==> config.mk <==
export PLATFORM = sky130hd
export DESIGN_NAME = caus_ram
export DESIGN_NICKNAME = d
export VERILOG_FILES = /design/src/rtl/core/caus_ram.sv
export SDC_FILE = /design/constraint.sdc
export NUM_CORES = 1
export LEC_CHECK = 0
export ABC_AREA = 0
export BUFFER_PORTS_ARGS = -buffer_cell sky130_fd_sc_hd__buf_2
export CAP_MARGIN = 10
export CORE_MARGIN = 2
export CORE_UTILIZATION = 25
export DETAILED_ROUTE_END_ITERATION = 7
export PLACE_DENSITY = 0.45
export SYNTH_ARGS = -nofsm -noshare
export SYNTH_HDL_FRONTEND = slang
export SYNTH_SLANG_ARGS = --single-unit
==> constraint.sdc <==
create_clock -name clk -period 2.6 [get_ports clk]
set_input_delay 0.78 -clock clk [delete_from_list [all_inputs] [get_ports clk]]
set_output_delay 0.78 -clock clk [all_outputs]
set_load 0.05 [all_outputs]
==> src/rtl/core/caus_ram.sv <==
// Generic single-port-write, single-port-read RAM with registered read data.
module caus_ram #(
  parameter int WIDTH = 8,
  parameter int DEPTH = 16
) (
  input  logic                     clk,
  input  logic                     we,
  input  logic [$clog2(DEPTH)-1:0] waddr,
  input  logic [WIDTH-1:0]         wdata,
  input  logic                     re,
  input  logic [$clog2(DEPTH)-1:0] raddr,
  output logic [WIDTH-1:0]         rdata
);

  logic [WIDTH-1:0] mem [DEPTH];

  always_ff @(posedge clk) begin
    if (we) begin
      mem[waddr] <= wdata;
    end
    if (re) begin
      rdata <= mem[raddr];
    end
  end

endmodule

==> results.cfg, run 1 <==
[outcome]
status = finished, final reports clean

[yosys]
synth_top_family_by_area = multiplexers
synth_compound_area_share_pct = 2.30
ys_seq_area_share_pct = 78.1
ys_ff_latch = 136
synth_nets = 248
synth.area.mux_share_pct = 14.8
yosysTopAreaCell = edfxtp_1
synthCells = 229
synth_area_per_cell_um2 = 22.8
synth_top_area_share_pct = 78.1
synthFlopType = edfxtp_1
synth_edf_count = 136
synth-async-reset-ratio_pct = 0
yosys.area_share.simple_pct = 3.14
syn_area_um2 = 5230
synthTopCellsByArea = edfxtp_1 (78%), mux4_2 (7.8%), mux4_1 (7.0%)
synthAdderAreaFrac_pct = 0
synth.distinct_cells = 18
yosys_warnings = 0
synthXorXnorAreaFrac_pct = 0

[timing]
clock_skew_ns = 0.00609
setup_viol = 0
max_freq_mhz = 524
drv_slew = 0
rsz0062_at_grt = false
slew_headroom_pct = 69.9
finalCritPeriodShare_pct = 73.4
min_period_ns = 1.91
hold_viol = 0
worst_slew_pin_slew_ns = 0.452
finalSetupTns_ns = 0
whs_ns = 0.744

[route]
viasPerCell = 4.36
final_antenna_net_count = 0
route.detailed.drc = 0
num_vias = 2470
wl_mm = 11.0
detailedRoute.firstIterationViolations = 205
drt_pass1_iterations = 4
wl_per_cell_um = 19.3

[setup_path]
worstPathRequired_ns = 2.75
critPathKind = in2reg
crit_arrival_ns = 2.06
critPathMaxFanout = 18
crit_path_end_kind = flip-flop
startpoint_type = input port

[layout]
nNetsFinal = 305
syn_to_final_growth_pct = 23.2
final_util_pct = 31.6
drive_gt1_share_pct = 32.7
diodes = 0

[clock_tree]
clkLatencyLatePin_ns = 0.41
clk_path_buf_depth = 2
cts_tree = yes
cts_buffers = 17
cts_resized = 0
cts_setup_buffers = 0
clk_pin_slew_worst_paths_ns = 0.06
cts.sinks = 136
ctsHoldBuffers = 0
cts.htree.levels = 4
root_buffer = clkbuf_16

[floorplan]
dieArea_um2 = 22100
io-pin-count = 27
fp.dieW_um = 149
row_count = 52
die_h_um = 149
start_util_pct = 25.7
fp.coreArea_um2 = 20400

[power_and_ir_drop]
peakVddDrop_mv = 0.453
p_comb_share_pct = 5.1
p_sw_mw = 1.04
internal_power_mw = 4.26
total_power_mw = 5.30
power_density_nw_per_um2 = 822
swShare_pct = 19.6
clock_power_share_pct = 48.0
seq_power_share_pct = 46.9
p_leak_nw = 2.14

[place]
gp_congestion = 0.674
io_buffers = 26
dp_hpwl_mm = 7.15

[global_route]
grt_pass1_wl_mm = 16.7
grt_pass1_vias = 2664
grt_use_total_pct = 10.7
grt_overflow = 0
grt_antenna_before_repair = 0
grt_start_max_net_pins = 20

[job]
drv_cap = 0

[worst_hold_path]
min_path_type = in2reg
-- power by group through the flow --
stage	logic, mW	registers, mW	clock network, mW
after floorplan	0.125	2.56	0
after global placement	0.276	2.53	0
after detailed placement	0.279	2.53	0
after CTS	0.280	2.49	2.60
after global routing	0.296	2.49	2.69
final	0.272	2.49	2.54
-- per-layer routing --
layer  routed length, um  part of all wire (%)  GRT usage (%)  vias up
met3                 367                   3.3           3.31       11
met4                 113                   1.0           3.71        0
li1                    -                     -              -     1098
met5                   0                     0              0        -
met1                5440                    50           15.1     1314
met2                5050                    46           15.8       47
-- worst paths after layout --
check | startpoint | to | slack (ns) | cells past startpoint
max | raddr[0] | rdata[7]$_DFFE_PP_ | 0.69 | 5
min | re | rdata[5]$_DFFE_PP_ | 0.74 | 1
max reg2reg | mem[3][7]$_DFFE_PP_ | rdata[7]$_DFFE_PP_ | 1.10 | 3
min reg2reg | mem[15][3]$_DFFE_PP_ | rdata[3]$_DFFE_PP_ | 0.76 | 3
-- placed cells by master, fill, tap and decap left out, types with 3 or more instances in the layout --
cell and count:
a22oi_1 16, buf_12 3, buf_2 26, buf_4 19
bufinv_16 5, clkbuf_16 17, clkinv_2 3, clkinvlp_4 3
edfxtp_1 136, mux4_1 14, mux4_2 18, nand2_1 9
nor2_1 13, nor3_1 4
-- final cells by class --
class / instances / area [um2]
Timing Repair Buffer: 48 / 333
Fill cell: 1956 / 13900
Multi-Input combinational cell: 83 / 1060
Clock buffer: 17 / 425
Tap cell: 270 / 338
Clock inverter: 13 / 205
Sequential cell: 136 / 4080
-- critical path: stages --
cell and delay [ns]:
buf_2 0.14, buf_12 0.20, mux4_2 0.51, a22oi_1 0.33
nand2_1 0.10
-- per-stage QoR --
step                setup slack, ns  instance area (um2)  instances
CTS                           0.673                 6440        567
global route                  0.605                 6440        567
floorplan                     0.327                 5230        229
finish                        0.692                 6440        567
detailed placement            0.229                 5810        537
global placement              0.239                 5810        537
-- synthesized netlist by cell type (all sizes together) (2+ instances only) --
master and n:
mux4 32, nand2 9, nand3b 2, buf 7, nor3 4, clkdlybuf4s25 3, nor2 13, nand2b 2
a22oi 16, edfxtp 136
-- cell families (layout without fill, tap and decap cells) --
logic type,count (synthesis),count (layout)
compound gates,16,16
buf+inv,10,78
simple gates,35,35
flops,136,136
mux,32,32
-- sequential cells by signal, indices dropped and copies added, names as in the netlist --
signal and flops:
rdata 8, mem 128
(Power assumes the default switching activity.)
==> run 2, diff against run 1 <==
- clock period: 2.6 -> 1.8 ns (I/O delays scaled with it)
==> results.cfg, run 2 (synthesis gave the netlist of run 1 again) <==
[clock_tree]
cts_buffers = 17
cts_setup_buffers = 0
cts.htree.levels = 4
cts_tree = yes
clk_path_buf_depth = 2
ctsHoldBuffers = 0
clk_pin_slew_worst_paths_ns = 0.06
cts.sinks = 136
clkLatencyLatePin_ns = 0.41
root_buffer = clkbuf_16
cts_resized = 0

[layout]
largest_reg_flops = 128
final_util_pct = 32.1
layout_commonest_cell = edfxtp_1
syn_to_final_growth_pct = 24.9
regMostFlops = mem
fillers = 1947
stdcell_area_um2 = 6530
nNetsFinal = 323
reg_top3 = mem (128), rdata (8)
final_cell_mix = edfxtp_1 (136), buf_4 (36), buf_2 (26)
diodes = 0
drive_gt1_share_pct = 35.1

[setup_path]
crit_arrival_ns = 1.90
critPathKind = in2reg
worstPathRequired_ns = 1.95
critPathMaxFanout = 20
crit_path_end_kind = flip-flop
startpoint_type = input port
crit_start = raddr[0]
rr_startpoint = mem[3][7]$_DFFE_PP_

[timing]
max_freq_mhz = 572
slew_headroom_pct = 50.1
finalSetupTns_ns = 0
setup_ws_ns = 0.0509
worst_slew_pin_slew_ns = 0.746
drv_slew = 0
rsz0062_at_grt = false
finalCritPeriodShare_pct = 97.2
setup_viol = 0
whs_ns = 0.503
clock_skew_ns = 0.00625
hold_viol = 0
min_period_ns = 1.75

[outcome]
status = finished, final reports clean

[worst_hold_path]
min_from = re
min_path_type = in2reg

[global_route]
grt_pass1_wl_mm = 17.4
grt_start_max_net_pins = 21
grt_pass1_vias = 2670
grt_overflow = 0
grt_use_total_pct = 11.4
grt_antenna_before_repair = 0

[place]
gp_congestion = 0.737
io_buffers = 26
pre_cts_ws_ns = -0.337
dp_hpwl_mm = 7.85
postPlaceCellArea_um2 = 5960

[floorplan]
dieArea_um2 = 22100
fp.dieW_um = 149
fp.coreArea_um2 = 20400
row_count = 52
io-pin-count = 27
die_h_um = 149
start_util_pct = 25.7

[route]
detailedRoute.firstIterationViolations = 293
route.detailed.drc = 0
num_vias = 2564
final_antenna_net_count = 0
wl_per_cell_um = 20.1
viasPerCell = 4.38
drt_pass1_iterations = 5
wl_mm = 11.8

[job]
drv_cap = 0

[power_and_ir_drop]
peakVddDrop_mv = 0.702
power_density_nw_per_um2 = 1130
p_leak_nw = 2.21
==> run 2: per-layer routing <==
metal,global-route usage [%],vias to the layer above,wire (um)
met1,16.6,1327,5610
met3,3.40,15,729
met4,3.76,0,194
li1,-,1130,-
met2,16.4,92,5280
met5,0,-,0
==> run 2: where the power goes <==
| group | internal (mW) | switching, mW |
|---|---|---|
| clock | 2.13 | 1.21 |
| combinational | 0.169 | 0.257 |
| sequential | 3.57 | 0.0189 |
==> run 2: path summary, 6_finish.rpt <==
check | endpoint | slack (ns) | depth (start not counted)
setup / recovery | rdata[0]$_DFFE_PP_ | 0.05 | 5
hold / removal | rdata[7]$_DFFE_PP_ | 0.50 | 1
setup reg to reg | rdata[7]$_DFFE_PP_ | 0.20 | 4
hold reg to reg | rdata[2]$_DFFE_PP_ | 0.76 | 3
==> run 2: layout make-up <==
cell class,count,area (um2),share of cell area [%]
Sequential cell,136,4080,62.5
Multi-Input combinational cell,83,1060,16.3
Timing Repair Buffer,66,480,7.36
Clock buffer,18,429,6.57
Tap cell,270,338,5.17
Clock inverter,13,136,2.09
==> run 2: critical path, cell delays in order <==
cell	delay, ns
buf_2	0.14
buf_12	0.21
mux4_1	0.58
a22oi_1	0.32
nand2_1	0.10
==> run 2: through the flow <==
step	power (mW)	std cells
floorplan	3.89	229
global placement	4.08	555
detailed placement	4.09	555
CTS	7.42	586
global route	7.60	586
finish	7.36	586
